`config.mk`:
```
export PLATFORM = sky130hd
export DESIGN_NAME = stun_message_parser_core
export DESIGN_NICKNAME = d
export VERILOG_FILES = /design/src/hw/rtl/stunmp_pkg.sv /design/src/hw/rtl/stunmp_res_queue.sv /design/src/hw/rtl/stun_message_parser_core.sv
export VERILOG_INCLUDE_DIRS = /design/src /design/src/hw/rtl
export SDC_FILE = /design/constraint.sdc
export NUM_CORES = 2
export LEC_CHECK = 0
export BUFFER_PORTS_ARGS = -buffer_cell sky130_fd_sc_hd__buf_4
export CAP_MARGIN = 20
export CELL_PAD_IN_SITES_DETAIL_PLACEMENT = 0
export CELL_PAD_IN_SITES_GLOBAL_PLACEMENT = 1
export CORE_UTILIZATION = 45
export DETAILED_ROUTE_END_ITERATION = 10
export HOLD_SLACK_MARGIN = 0.08
export PLACE_DENSITY_LB_ADDON = 0.15
export REMOVE_ABC_BUFFERS = 1
export SETUP_SLACK_MARGIN = 0.2
export SLEW_MARGIN = 20
export SYNTH_ARGS = -nofsm -noshare
export SYNTH_HDL_FRONTEND = slang
export SYNTH_SLANG_ARGS = --single-unit
```
`constraint.sdc`:
```
create_clock -name clk -period 15.5 [get_ports clk]
set_clock_uncertainty 0.1 [all_clocks]
set_input_delay 0.775 -clock clk [delete_from_list [all_inputs] [get_ports clk]]
set_output_delay 0.775 -clock clk [all_outputs]
set_load 0.005 [all_outputs]
```
`src/hw/rtl/stun_message_parser_core_defines.svh`:
```
// Assertion macros for the STUN message parser RTL.
`ifndef STUN_MESSAGE_PARSER_CORE_DEFINES_SVH
`define STUN_MESSAGE_PARSER_CORE_DEFINES_SVH

// Same-cycle implication, checked on every rising edge outside reset.
`define STUNMP_ASSERT_NOW(label, ante, cons, msg) \
	label: assert property (@(posedge clk) disable iff (!arst_n) (ante) |-> (cons)) \
		else $error(msg);

// Next-cycle implication, checked on every rising edge outside reset.
`define STUNMP_ASSERT_NEXT(label, ante, cons, msg) \
	label: assert property (@(posedge clk) disable iff (!arst_n) (ante) |=> (cons)) \
		else $error(msg);

`endif

```
`src/hw/rtl/stunmp_pkg.sv`:
```
// Types, constants and the byte-wide CRC-32 step of the STUN message parser.
package stunmp_pkg;

	localparam logic [31:0] MAGIC_COOKIE  = 32'h2112A442;
	localparam logic [15:0] T_USERNAME    = 16'h0006;
	localparam logic [15:0] T_INTEGRITY   = 16'h0008;
	localparam logic [15:0] T_FINGERPRINT = 16'h8028;
	localparam logic [31:0] FP_XOR        = 32'h5354554E;
	localparam logic [31:0] CRC_POLY      = 32'hEDB88320;
	localparam logic [31:0] ALL_ONES      = 32'hFFFFFFFF;
	localparam logic [16:0] HDR_BYTES     = 17'd20;
	localparam logic [16:0] COUNT_MAX     = 17'd65556;

	// Result queue geometry.
	localparam int QUEUE_AW    = 2;
	localparam int QUEUE_DEPTH = 1 << QUEUE_AW;

	localparam logic RK_USERNAME = 1'b0;
	localparam logic RK_VERDICT  = 1'b1;

	typedef enum logic [2:0] {
		ST_OK          = 3'd0,
		ST_TOO_SHORT   = 3'd1,
		ST_BAD_MAGIC   = 3'd2,
		ST_TRUNCATED   = 3'd3,
		ST_FP_MISMATCH = 3'd4
	} status_t;

	// One result beat.
	typedef struct packed {
		logic        result_kind;
		logic        username_start;
		logic [7:0]  username_byte;
		status_t     status;
		logic        valid_res;
		logic [15:0] msg_type;
		logic [31:0] txid_high;
		logic [63:0] txid_low;
		logic        has_integrity;
		logic        has_fp;
		logic [15:0] username_length;
		logic        run_last;
	} res_t;

	// Fill state of the result queue.
	typedef struct packed {
		logic [QUEUE_AW:0] count;
		logic              not_empty;
		logic              room_two;
	} queue_stat_t;

	// Reflected CRC-32 over one byte.
	function automatic logic [31:0] crc32_byte(input logic [31:0] crc_in, input logic [7:0] b);
		logic [31:0] c;
		c = crc_in ^ {24'h0, b};
		for (int k = 0; k < 8; k++) begin
			c = c[0] ? ((c >> 1) ^ CRC_POLY) : (c >> 1);
		end
		return c;
	endfunction

endpackage

```
`src/hw/rtl/stunmp_res_queue.sv`:
```
// Small result queue that takes up to two result beats per cycle and hands out one.
module stunmp_res_queue (
	input  logic                   clk,
	input  logic                   arst_n,
	input  logic [1:0]             push_cnt,
	input  stunmp_pkg::res_t       push_a,
	input  stunmp_pkg::res_t       push_b,
	input  logic                   pop,
	output stunmp_pkg::res_t       head,
	output stunmp_pkg::queue_stat_t stat
);

	localparam int AW = stunmp_pkg::QUEUE_AW;
	localparam int DEPTH = stunmp_pkg::QUEUE_DEPTH;

	stunmp_pkg::res_t entry_q [DEPTH];
	logic [AW-1:0] wptr_q;
	logic [AW-1:0] rptr_q;
	logic [AW:0]   count_q;
	logic [AW-1:0] wptr_nxt;

	assign wptr_nxt = AW'(wptr_q + 1'b1);

	// Pointers and fill count.
	always_ff @(posedge clk or negedge arst_n) begin
		if (!arst_n) begin
			wptr_q  <= '0;
			rptr_q  <= '0;
			count_q <= '0;
		end else begin
			wptr_q  <= AW'(wptr_q + push_cnt);
			if (pop) begin
				rptr_q <= AW'(rptr_q + 1'b1);
			end
			count_q <= (AW+1)'(count_q + {{(AW-1){1'b0}}, push_cnt} - {{AW{1'b0}}, pop});
		end
	end

	// Entry storage; the payload needs no reset.
	always_ff @(posedge clk) begin
		if (push_cnt != 2'd0) begin
			entry_q[wptr_q] <= push_a;
		end
		if (push_cnt == 2'd2) begin
			entry_q[wptr_nxt] <= push_b;
		end
	end

	assign head           = entry_q[rptr_q];
	assign stat.count     = count_q;
	assign stat.not_empty = (count_q != '0);
	assign stat.room_two  = (count_q <= (AW+1)'(DEPTH - 2));

endmodule

```
`src/hw/rtl/stun_message_parser_core.sv`:
```
// STUN parser: one packet byte per cycle in while pkt_ready is high; results are registered in a result queue.
// The header capture, attribute walk and table-free CRC step all sit between the state
// registers and a four-entry result queue.
// The last byte of a packet queues up to two results, so pkt_ready drops when fewer than two
// queue entries are free. Asynchronous reset clears the parser state and empties the queue;
// the parser also returns to its reset state after every final byte.
`include "stun_message_parser_core_defines.svh"

module stun_message_parser_core (
	input  logic        clk,
	input  logic        arst_n,
	input  logic        pkt_valid,
	output logic        pkt_ready,
	input  logic [7:0]  packet_byte,
	input  logic        end_of_packet,
	output logic        res_valid,
	input  logic        res_ready,
	output logic        result_kind,
	output logic        username_start,
	output logic [7:0]  username_byte,
	output logic [2:0]  status,
	output logic        valid_res,
	output logic [15:0] msg_type,
	output logic [31:0] txid_high,
	output logic [63:0] txid_low,
	output logic        has_integrity,
	output logic        has_fp,
	output logic [15:0] username_length,
	output logic        run_last
);

	// Parser state.
	logic [16:0] byte_count_q, byte_count_nx;
	logic [15:0] header_type_q, header_type_nx;
	logic [15:0] body_len_q, body_len_nx;
	logic [31:0] cookie_q, cookie_nx;
	logic [31:0] tid_upper_q, tid_upper_nx;
	logic [63:0] tid_lower_q, tid_lower_nx;
	logic [31:0] crc_q, crc_nx;
	logic [31:0] crc_attr_q, crc_attr_nx;
	logic [15:0] attr_kind_q, attr_kind_nx;
	logic [15:0] attr_length_q, attr_length_nx;
	logic [16:0] next_attr_pos_q, next_attr_pos_nx;
	logic [31:0] fp_received_q, fp_received_nx;
	logic        walk_stopped_q, walk_stopped_nx;
	logic        fp_failed_q, fp_failed_nx;
	logic [1:0]  seen_flags_q, seen_flags_nx;
	logic [15:0] user_len_q, user_len_nx;

	// Step decode.
	logic        acc;
	logic [16:0] end_pos;
	logic        in_walk;
	logic [16:0] hdr_off;
	logic [17:0] val_start_new;
	logic        hdr_fits;
	logic [15:0] len_full;
	logic [16:0] pad_full;
	logic        len_overrun;
	logic [16:0] pad_cur;
	logic [16:0] val_start;
	logic [16:0] val_off;
	logic        in_value;
	logic        is_user;
	logic        is_fp4;
	logic [31:0] fp_shift;
	logic        emit_user;
	logic [1:0]  push_cnt;

	stunmp_pkg::res_t        user_res;
	stunmp_pkg::res_t        verdict_res;
	stunmp_pkg::res_t        push_a;
	stunmp_pkg::res_t        head;
	stunmp_pkg::queue_stat_t q_stat;

	assign acc = pkt_valid & pkt_ready;

	// Positions within the packet.
	assign end_pos       = stunmp_pkg::HDR_BYTES + {1'b0, body_len_q};
	assign in_walk       = (byte_count_q >= stunmp_pkg::HDR_BYTES)
		&& (cookie_q == stunmp_pkg::MAGIC_COOKIE) && !walk_stopped_q
		&& (byte_count_q < end_pos);
	assign hdr_off       = byte_count_q - next_attr_pos_q;
	assign val_start_new = {1'b0, next_attr_pos_q} + 18'd4;
	assign hdr_fits      = (val_start_new <= {1'b0, end_pos}) && (hdr_off < 17'd4);
	assign len_full      = {attr_length_q[15:8], packet_byte};
	assign pad_full      = ({1'b0, len_full} + 17'd3) & ~17'd3;
	assign len_overrun   = (val_start_new + {2'b0, len_full}) > {1'b0, end_pos};
	assign pad_cur       = ({1'b0, attr_length_q} + 17'd3) & ~17'd3;
	assign val_start     = next_attr_pos_q - pad_cur;
	assign val_off       = byte_count_q - val_start;
	assign in_value      = (byte_count_q >= val_start)
		&& ({1'b0, byte_count_q} < ({1'b0, val_start} + {2'b0, attr_length_q}));
	assign is_user       = (attr_kind_q == stunmp_pkg::T_USERNAME);
	assign is_fp4        = (attr_kind_q == stunmp_pkg::T_FINGERPRINT) && (attr_length_q == 16'd4);
	assign fp_shift      = {fp_received_q[23:0], packet_byte};

	// Next state of the parser for the byte in flight.
	always_comb begin
		byte_count_nx    = byte_count_q;
		header_type_nx   = header_type_q;
		body_len_nx      = body_len_q;
		cookie_nx        = cookie_q;
		tid_upper_nx     = tid_upper_q;
		tid_lower_nx     = tid_lower_q;
		crc_attr_nx      = crc_attr_q;
		attr_kind_nx     = attr_kind_q;
		attr_length_nx   = attr_length_q;
		next_attr_pos_nx = next_attr_pos_q;
		fp_received_nx   = fp_received_q;
		walk_stopped_nx  = walk_stopped_q;
		fp_failed_nx     = fp_failed_q;
		seen_flags_nx    = seen_flags_q;
		user_len_nx      = user_len_q;
		emit_user        = 1'b0;

		if (byte_count_q < 17'd2) begin
			header_type_nx = {header_type_q[7:0], packet_byte};
		end else if (byte_count_q < 17'd4) begin
			body_len_nx = {body_len_q[7:0], packet_byte};
		end else if (byte_count_q < 17'd8) begin
			cookie_nx = {cookie_q[23:0], packet_byte};
		end else if (byte_count_q < 17'd12) begin
			tid_upper_nx = {tid_upper_q[23:0], packet_byte};
		end else if (byte_count_q < stunmp_pkg::HDR_BYTES) begin
			tid_lower_nx = {tid_lower_q[55:0], packet_byte};
		end else if (in_walk) begin
			if (byte_count_q >= next_attr_pos_q) begin
				// Attribute header bytes.
				if (hdr_fits) begin
					case (hdr_off[1:0])
						2'd0: begin
							crc_attr_nx  = crc_q;
							attr_kind_nx = {packet_byte, 8'h00};
						end
						2'd1: begin
							attr_kind_nx = {attr_kind_q[15:8], packet_byte};
						end
						2'd2: begin
							attr_length_nx = {packet_byte, 8'h00};
						end
						default: begin
							attr_length_nx = len_full;
							if (len_overrun) begin
								walk_stopped_nx = 1'b1;
							end else begin
								if (attr_kind_q == stunmp_pkg::T_USERNAME) begin
									user_len_nx = len_full;
								end else if (attr_kind_q == stunmp_pkg::T_INTEGRITY) begin
									seen_flags_nx[0] = 1'b1;
								end else if (attr_kind_q == stunmp_pkg::T_FINGERPRINT
									&& len_full == 16'd4) begin
									seen_flags_nx[1] = 1'b1;
								end
								next_attr_pos_nx = 17'(val_start_new + {1'b0, pad_full});
							end
						end
					endcase
				end
			end else if (in_value) begin
				// Attribute value bytes.
				if (is_user) begin
					emit_user = 1'b1;
				end else if (is_fp4) begin
					fp_received_nx = fp_shift;
					if (val_off == 17'd3 && fp_shift != (crc_attr_q ^ stunmp_pkg::ALL_ONES
						^ stunmp_pkg::FP_XOR)) begin
						fp_failed_nx    = 1'b1;
						walk_stopped_nx = 1'b1;
					end
				end
			end
		end

		crc_nx        = stunmp_pkg::crc32_byte(crc_q, packet_byte);
		byte_count_nx = (byte_count_q >= stunmp_pkg::COUNT_MAX) ? stunmp_pkg::COUNT_MAX
			: 17'(byte_count_q + 17'd1);
	end

	// Username beat.
	always_comb begin
		user_res                = '0;
		user_res.result_kind    = stunmp_pkg::RK_USERNAME;
		user_res.username_start = (val_off == 17'd0);
		user_res.username_byte  = packet_byte;
		user_res.status         = stunmp_pkg::ST_OK;
		user_res.run_last       = !end_of_packet;
	end

	// Verdict beat, built from the state after this byte.
	always_comb begin
		verdict_res             = '0;
		verdict_res.result_kind = stunmp_pkg::RK_VERDICT;
		verdict_res.run_last    = 1'b1;
		verdict_res.status      = stunmp_pkg::ST_OK;
		if (byte_count_nx < stunmp_pkg::HDR_BYTES) begin
			verdict_res.status = stunmp_pkg::ST_TOO_SHORT;
		end else if (cookie_nx != stunmp_pkg::MAGIC_COOKIE) begin
			verdict_res.status   = stunmp_pkg::ST_BAD_MAGIC;
			verdict_res.msg_type = header_type_nx;
		end else begin
			verdict_res.msg_type  = header_type_nx;
			verdict_res.txid_high = tid_upper_nx;
			verdict_res.txid_low  = tid_lower_nx;
			if (byte_count_nx < end_pos) begin
				verdict_res.status = stunmp_pkg::ST_TRUNCATED;
			end else begin
				verdict_res.status          = fp_failed_nx ? stunmp_pkg::ST_FP_MISMATCH
					: stunmp_pkg::ST_OK;
				verdict_res.valid_res       = !fp_failed_nx;
				verdict_res.has_integrity   = seen_flags_nx[0];
				verdict_res.has_fp          = seen_flags_nx[1];
				verdict_res.username_length = user_len_nx;
			end
		end
	end

	// Queue push selection.
	always_comb begin
		push_a   = emit_user ? user_res : verdict_res;
		push_cnt = 2'd0;
		if (acc) begin
			push_cnt = {1'b0, emit_user} + {1'b0, end_of_packet};
		end
	end

	// Parser state registers; the final byte returns them to reset values.
	always_ff @(posedge clk or negedge arst_n) begin
		if (!arst_n) begin
			byte_count_q    <= '0;
			header_type_q   <= '0;
			body_len_q      <= '0;
			cookie_q        <= '0;
			tid_upper_q     <= '0;
			tid_lower_q     <= '0;
			crc_q           <= stunmp_pkg::ALL_ONES;
			crc_attr_q      <= '0;
			attr_kind_q     <= '0;
			attr_length_q   <= '0;
			next_attr_pos_q <= stunmp_pkg::HDR_BYTES;
			fp_received_q   <= '0;
			walk_stopped_q  <= 1'b0;
			fp_failed_q     <= 1'b0;
			seen_flags_q    <= '0;
			user_len_q      <= '0;
		end else if (acc) begin
			if (end_of_packet) begin
				byte_count_q    <= '0;
				header_type_q   <= '0;
				body_len_q      <= '0;
				cookie_q        <= '0;
				tid_upper_q     <= '0;
				tid_lower_q     <= '0;
				crc_q           <= stunmp_pkg::ALL_ONES;
				crc_attr_q      <= '0;
				attr_kind_q     <= '0;
				attr_length_q   <= '0;
				next_attr_pos_q <= stunmp_pkg::HDR_BYTES;
				fp_received_q   <= '0;
				walk_stopped_q  <= 1'b0;
				fp_failed_q     <= 1'b0;
				seen_flags_q    <= '0;
				user_len_q      <= '0;
			end else begin
				byte_count_q    <= byte_count_nx;
				header_type_q   <= header_type_nx;
				body_len_q      <= body_len_nx;
				cookie_q        <= cookie_nx;
				tid_upper_q     <= tid_upper_nx;
				tid_lower_q     <= tid_lower_nx;
				crc_q           <= crc_nx;
				crc_attr_q      <= crc_attr_nx;
				attr_kind_q     <= attr_kind_nx;
				attr_length_q   <= attr_length_nx;
				next_attr_pos_q <= next_attr_pos_nx;
				fp_received_q   <= fp_received_nx;
				walk_stopped_q  <= walk_stopped_nx;
				fp_failed_q     <= fp_failed_nx;
				seen_flags_q    <= seen_flags_nx;
				user_len_q      <= user_len_nx;
			end
		end
	end

	// Result queue between the parser and the output channel.
	stunmp_res_queue u_res_queue (
		.clk      (clk),
		.arst_n   (arst_n),
		.push_cnt (push_cnt),
		.push_a   (push_a),
		.push_b   (verdict_res),
		.pop      (res_valid & res_ready),
		.head     (head),
		.stat     (q_stat)
	);

	assign pkt_ready       = q_stat.room_two;
	assign res_valid       = q_stat.not_empty;
	assign result_kind     = head.result_kind;
	assign username_start  = head.username_start;
	assign username_byte   = head.username_byte;
	assign status          = head.status;
	assign valid_res       = head.valid_res;
	assign msg_type        = head.msg_type;
	assign txid_high       = head.txid_high;
	assign txid_low        = head.txid_low;
	assign has_integrity   = head.has_integrity;
	assign has_fp          = head.has_fp;
	assign username_length = head.username_length;
	assign run_last        = head.run_last;

	// Checks on the parser and queue.
	`STUNMP_ASSERT_NOW(a_queue_bound, 1'b1, q_stat.count <= (stunmp_pkg::QUEUE_AW+1)'(stunmp_pkg::QUEUE_DEPTH), "result queue overflow")
	`STUNMP_ASSERT_NEXT(a_packet_restart, acc && end_of_packet, byte_count_q == '0 && crc_q == stunmp_pkg::ALL_ONES, "parser not reset after final beat")
	`STUNMP_ASSERT_NOW(a_count_sat, 1'b1, byte_count_q <= stunmp_pkg::COUNT_MAX, "byte count past saturation")
	`STUNMP_ASSERT_NOW(a_fp_stops_walk, fp_failed_q, walk_stopped_q, "fingerprint mismatch without walk stop")

endmodule
```
---- Word level (Yosys, flattened, before mapping) ----
Memories as Yosys holds them, arrays and structs flattened.
Index checks and enable logic that the tools add are counted.
storage, ports and cells
  word-level logic and storage cells ...... 295
  input bits .............................. 13
  output and inout bits ................... 147
  memories kept ........................... 1
  RAM bits ................................ 580
  register bits after elaboration ......... 341
memory list
  name                 depth  bits a word  rd ports  clocked after memory_dff  write ports  line                    text
  u_res_queue.entry_q  4      145          1         0                         2            stunmp_res_queue.sv:16  stunmp_pkg::res_t entry_q [DEPTH];
cells by class
  bitwise operators ....................... 13
  $add $sub $neg .......................... 17
  order comparisons ....................... 17
  reductions and logical operators ........ 38
  equal/unequal tests ..................... 27
  multiplexer cells ....................... 161
operators by type and width
  operator                                                                        count
  32-bit 2-to-1 mux                                                               28
  16-bit 2-to-1 mux                                                               35
  64-bit 2-to-1 mux                                                               6
  24-bit 2-to-1 mux                                                               11
  17-bit 2-to-1 mux                                                               13
  145-bit 2-to-1 mux                                                              1
  131-bit 2-to-1 mux                                                              1
  114-bit 2-to-1 mux                                                              1
  13-bit NOT with 14-bit output                                                   8
  16-bit one-hot mux with 2 select lines                                          2
  17-bit subtractor                                                               3
  16-bit by 3-bit == test with 1-bit output (second input constant)               3
  1-bit 2-to-1 mux                                                                45
  11-bit AND reduction                                                            4
  16-bit by 2-bit adder with 17-bit output (second input constant)                2
  17-bit >= comparator                                                            2
  17-bit less-than comparator                                                     2
  17-bit by 3-bit less-than comparator with 1-bit output (second input constant)  2
  17-bit by 4-bit less-than comparator with 1-bit output (second input constant)  2
  17-bit by 5-bit less-than comparator with 1-bit output (second input constant)  2
  32-bit by 30-bit == test with 1-bit output (second input constant)              1
  32-bit by 30-bit != test with 1-bit output (second input constant)              1
  32-bit != test                                                                  1
  32-bit NOT                                                                      1
  44 further kinds                                                                96

---- Logic depth before layout (Yosys ltp) ----
  depth after elaboration ................. 21
  mapped depth ............................ 39
  depth with buffers taken out ............ 37

---- Cells and area by module ----
A second synthesis with hierarchy kept.
second synthesis, totals
  cells, all modules ...................... 4650
  area total of the unflattened synthesis .. 54651.2 um^2
modules (own cells, without submodules)
  module                    cells each  instances  sequential area each (um^2)  area an instance (um^2)
  stunmp_res_queue          1442        1          17591.9                      28487.3
  stun_message_parser_core  3208        1          8350.5                       26163.8

---- Worst setup path before layout ----
Ideal clock, no wire load.
  path kind ............................... register to register
  start ................................... reg attr_length_q[1]
  end ..................................... mem u_res_queue.entry_q[2][104] (netlist bit) (data pin)
  data required time ...................... 15261 ps
  path buffers ............................ 2
  library setup time ...................... 139 ps
  stages on the path, launching flop included .. 40
  setup slack ............................. 5294 ps
  data arrival time ....................... 9968 ps
  clock period less this slack ............ 10206 ps
  cell sequence ........................... dfrtp_1 -> o21ai_0 -> xnor2_1 -> inv_1 -> ha_1 -> nor2b_1 -> o21ai_0 -> nand2b_1 -> a21o_1 -> a21o_1 -> a21o_1 -> nand2_1 -> nand2b_1 -> xor2_1 -> ha_1 -> o21ai_0 -> nand2b_1 -> a21oi_1 -> [4 not listed] -> o41ai_1 -> xnor2_1 -> ha_1 -> or3_1 -> a221oi_1 -> o21a_1 -> nor4b_1 -> a2111oi_4 -> ha_1 -> nor3b_1 -> o21ai_0 -> nand2_1 -> nand2_1 -> inv_1 -> nand2_1 -> buf_4 -> buf_4 -> nor2_1
RTL lines
  what                    line                             text
  start, declared         stun_message_parser_core.sv:42   logic [15:0] attr_length_q, attr_length_nx;
  start signal, assigned  stun_message_parser_core.sv:274  attr_length_q <= attr_length_nx;
  end, declared           stunmp_res_queue.sv:16

==> impl_results.md <==
- Cell Int Power: 5.50 mW
- Synth Cell Area: 0.0471 mm2
- YS warnings: 0
- Worst slew margin: 26.3%
- Routability cong.: 0.857
- RR Endpoint: u_res_queue.entry_q[2][19]$_DFFE_PP_
- Via count: 32200
- Synth top area share: 34.2%
- Minimum clock period after layout: 9.63 ns
- Post-route setup TNS: 0 ns
- Worst setup path endpoint: u_res_queue.entry_q[2][19]$_DFFE_PP_
- Initial core utilization: 45.5%
- CTS tree: yes
- Combinational power share: 34.2%
- Synthesized instance count: 4056
- Non-filler cells, final: about 5600
- Final WL: 132000 um
- Post-synth top area cell: edfxtp_1
- Net Sw Frac: between 30% and 40%
- Worst-margin pin slew: 1.11 ns
- Reg2Reg Setup Slack: approximately 6 ns
- WHS: 0.347 ns
- Worst VDD drop: 0.113 mV
- Routed length per instance: 23.6 um
- Nets: 4312
- Final antenna-violating net count: 0
- Die width: about 330 um
- Ys async rst share: 36.9%
- DRC viols: 0
- Io pins: 160
- H-tree lvl count: 3
- Area Overhead vs Synth: 12.1%
- Detailed Routing Iterations Pass 1: 6
- CTS root buf: clkbuf_16
- Reg2Reg Depth: 38
- Pins Over Slew Limit: 0
- PortBufs: 159
- Diode count: 0
- Final worst-path cycle share: 62.1%
- CTS buffer count: 101
- Initial antenna violation count: 0
- Worst-Skew Late Latency: 0.69 ns
- Arr. time, crit path: about 10 ns
- CP Class: reg -> reg
- First-pass GRT wire length: 202000 um
- Final Hold Fails: 0
- Setup crit end kind: flip-flop
- Setup crit start kind: flip-flop
- Total power: between 8 and 9 mW
- # rows: 118
- Tot GR Track Use: roughly a quarter
- Fmax: 104 MHz
- Slowest cell delay on critical path: 0.75 ns
- CTS clk-pin slew, worst paths: roughly 0.060 ns
- Via-to-Cell Ratio: 5.76
- Final setup fails: 0
- Min-delay worst type: reg -> reg
- Final worst slack: a little under 6 ns
- DP Cell Count: between 5000 and 6000
- Place WS: 5.83 ns
- Post-synth EDFFs: 536
- #FFs+latches synth: 919
- Crit path max-delay cell type: a2111oi_4
- Worst r2r src: attr_length_q[1]$_DFFE_PN0P_
- Worst EP required: around 16 ns
- Number of global-route vias before repair: 32100
- Clock share of power: 29.2%
- Status: finished, final reports clean
- Post-synth top flop: edfxtp_1
- RSZ-0062 raised after global routing: false
- Core area: 0.104 mm2
- Clk buf depth: 3
- Top post-synthesis cells by area: edfxtp_1 34%, dfrtp_1 16%, mux4_2 6.9%
- Pwr Density: 157 mW/mm2
- Critical-path maximum fanout: 79
- Grt ovf: 0
- Max cap viols: 0
- Num Clock Sinks: roughly 920
- Static leakage: 19.8 nW
- Largest net degree at the start of global routing: 96
- Die height: 326 um
- Post-synth cell types: between 90 and 100
- First DRT Iteration DRCs: 2395
- Flop pwr share: 36.6%
- Seq/Total Area, Yosys: 54.1%
- Die area: roughly 0.11 mm2
- Detailed placer's ending HPWL: 82400 um
- Setup crit start: attr_length_q[1]$_DFFE_PN0P_
- Sw Pwr: 2.78 mW
- Synth Area per Inst: approximately 12 um2
- Layout cells sized above 1: 14.8%
==> state kept, by name, summed over array words and instances, names as in the netlist, 2 cells and up <==
signal / count
attr_kind_q: 16
attr_length_q: 16
body_len_q: 16
byte_count_q: 17
cookie_q: 32
crc_attr_q: 32
crc_q: 32
fp_received_q: 24
header_type_q: 16
next_attr_pos_q: 15
seen_flags_q: 2
tid_lower_q: 64
tid_upper_q: 32
u_res_queue.count_q: 3
u_res_queue.entry_q: 580
u_res_queue.rptr_q: 2
u_res_queue.wptr_q: 2
user_len_q: 16
==> worst min path at each step <==
stage | start | endpoint | slack [ns] | cells after the start
3_3_place_gp | u_res_queue.entry_q[2][144]$_SDFFE_PP1N_ | u_res_queue.entry_q[2][144]$_SDFFE_PP1N_ | 0.33 | 2
4_1_cts | u_res_queue.entry_q[2][144]$_SDFFE_PP1N_ | u_res_queue.entry_q[2][144]$_SDFFE_PP1N_ | 0.35 | 2
5_1_grt | u_res_queue.entry_q[1][135]$_SDFFE_PP0N_ | u_res_queue.entry_q[1][135]$_SDFFE_PP0N_ | 0.36 | 2
6_report | u_res_queue.entry_q[1][135]$_SDFFE_PP0N_ | u_res_queue.entry_q[1][135]$_SDFFE_PP0N_ | 0.35 | 2
3_5_place_dp | u_res_queue.entry_q[2][144]$_SDFFE_PP1N_ | u_res_queue.entry_q[2][144]$_SDFFE_PP1N_ | 0.34 | 2
2_1_floorplan | u_res_queue.entry_q[2][144]$_SDFFE_PP1N_ | u_res_queue.entry_q[2][144]$_SDFFE_PP1N_ | 0.32 | 2
==> cells by family (layout without fill, tap and decap cells) <==
kind of cell,count (synthesis),count (layout),share of synthesized area (%)
xor+xnor,236,236,4.39
simple gates,1425,1425,14.0
buf+inv,332,478,2.99
flops,919,919,54.1
fa+ha+maj,183,183,4.91
mux,280,280,9.80
other cells,1,1,0.00796
compound gates,680,680,9.78
==> cell type report <==
type,count,area [um2]
clock buffer,151,3000
clock inverter,38,375
fill,9396,50800
inverter,77,309
multi-input combinational,2805,20300
sequential,919,25500
tap,1380,1730
timing repair buffer,212,1610
==> cell usage after synthesis, types with 25 or more instances <==
cell type	count
a21o_1	25
a21oi_1	112
a22o_1	179
buf_1	27
buf_2	60
clkbuf_1	149
dfrtp_1	305
dfstp_2	34
dfxtp_1	44
edfxtp_1	536
ha_1	180
inv_1	77
mux2i_1	132
mux4_2	145
nand2_1	234
nand3_1	126
nand4_1	34
nor2_1	696
nor2b_1	26
nor3_1	27
nor4_1	29
o21ai_0	196
or3_1	108
xnor2_1	140
xor2_1	96
==> placed cells by master (no fill, tap or decap), types with 23 or more instances in the layout <==
master / netlist / routed
nor2b_1: 26 / 26
xor2_1: 96 / 96
clkbuf_1: 149 / 27
a22o_1: 179 / 179
edfxtp_1: 536 / 536
nand2_1: 234 / 230
mux2i_1: 132 / 132
dfrtp_1: 305 / 303
o21a_1: 23 / 23
inv_1: 77 / 72
mux4_2: 145 / 145
a21o_1: 25 / 24
clkbuf_16: 0 / 106
xnor2_1: 140 / 140
nand3_1: 126 / 126
nor2_1: 696 / 693
dfxtp_1: 44 / 44
buf_4: 17 / 208
a21oi_1: 112 / 111
nor4_1: 29 / 28
nand4_1: 34 / 34
nor3_1: 27 / 27
ha_1: 180 / 180
nand2b_1: 24 / 24
dfstp_2: 34 / 34
or3_1: 108 / 108
o21ai_0: 196 / 195
==> power groups by stage <==
stage	sequential [mW]	combinational (mW)	clock, mW
finish	3.03	2.83	2.42
global route	3.06	3.04	2.56
CTS	3.03	2.86	2.47
detailed placement	3.08	2.85	0
global placement	3.08	2.84	0
floorplan	3.11	1.77	0
==> metal layers <==
metal | share of wire [%] | track usage [%]
met1 | 46 | 35.3
met2 | 48 | 40.3
met3 | 4.4 | 2.55
met4 | 2.4 | 7.04
met5 | 0 | 0
==> critical path, delay by kind of cell, from the launching register on <==
family | cells | cell delay, ns
compound gates | 15 | 3.32
xor+xnor | 3 | 0.46
fa+ha+maj | 4 | 1.22
buf+inv | 3 | 1.43
flops | 1 | 0.41
simple gates | 13 | 2.43
==> timing repair <==
| item | 4_1_cts | 5_1_grt |
|---|---|---|
| setup buffers | 0 | 0 |
| gates resized for setup | 0 | 0 |
| hold buffers | 1 | 0 |
| hold endpoints to repair | 78 | 0 |
==> stage by stage <==
stage / util (%) / area [um2]
after global placement: 47.7 / 49400
final: 51.0 / 52800
after detailed placement: 47.7 / 49400
after CTS: 51.0 / 52800
after global routing: 51.0 / 52800
after floorplan: - / 46000
No activity file was read; power rests on OpenSTA's default activity.
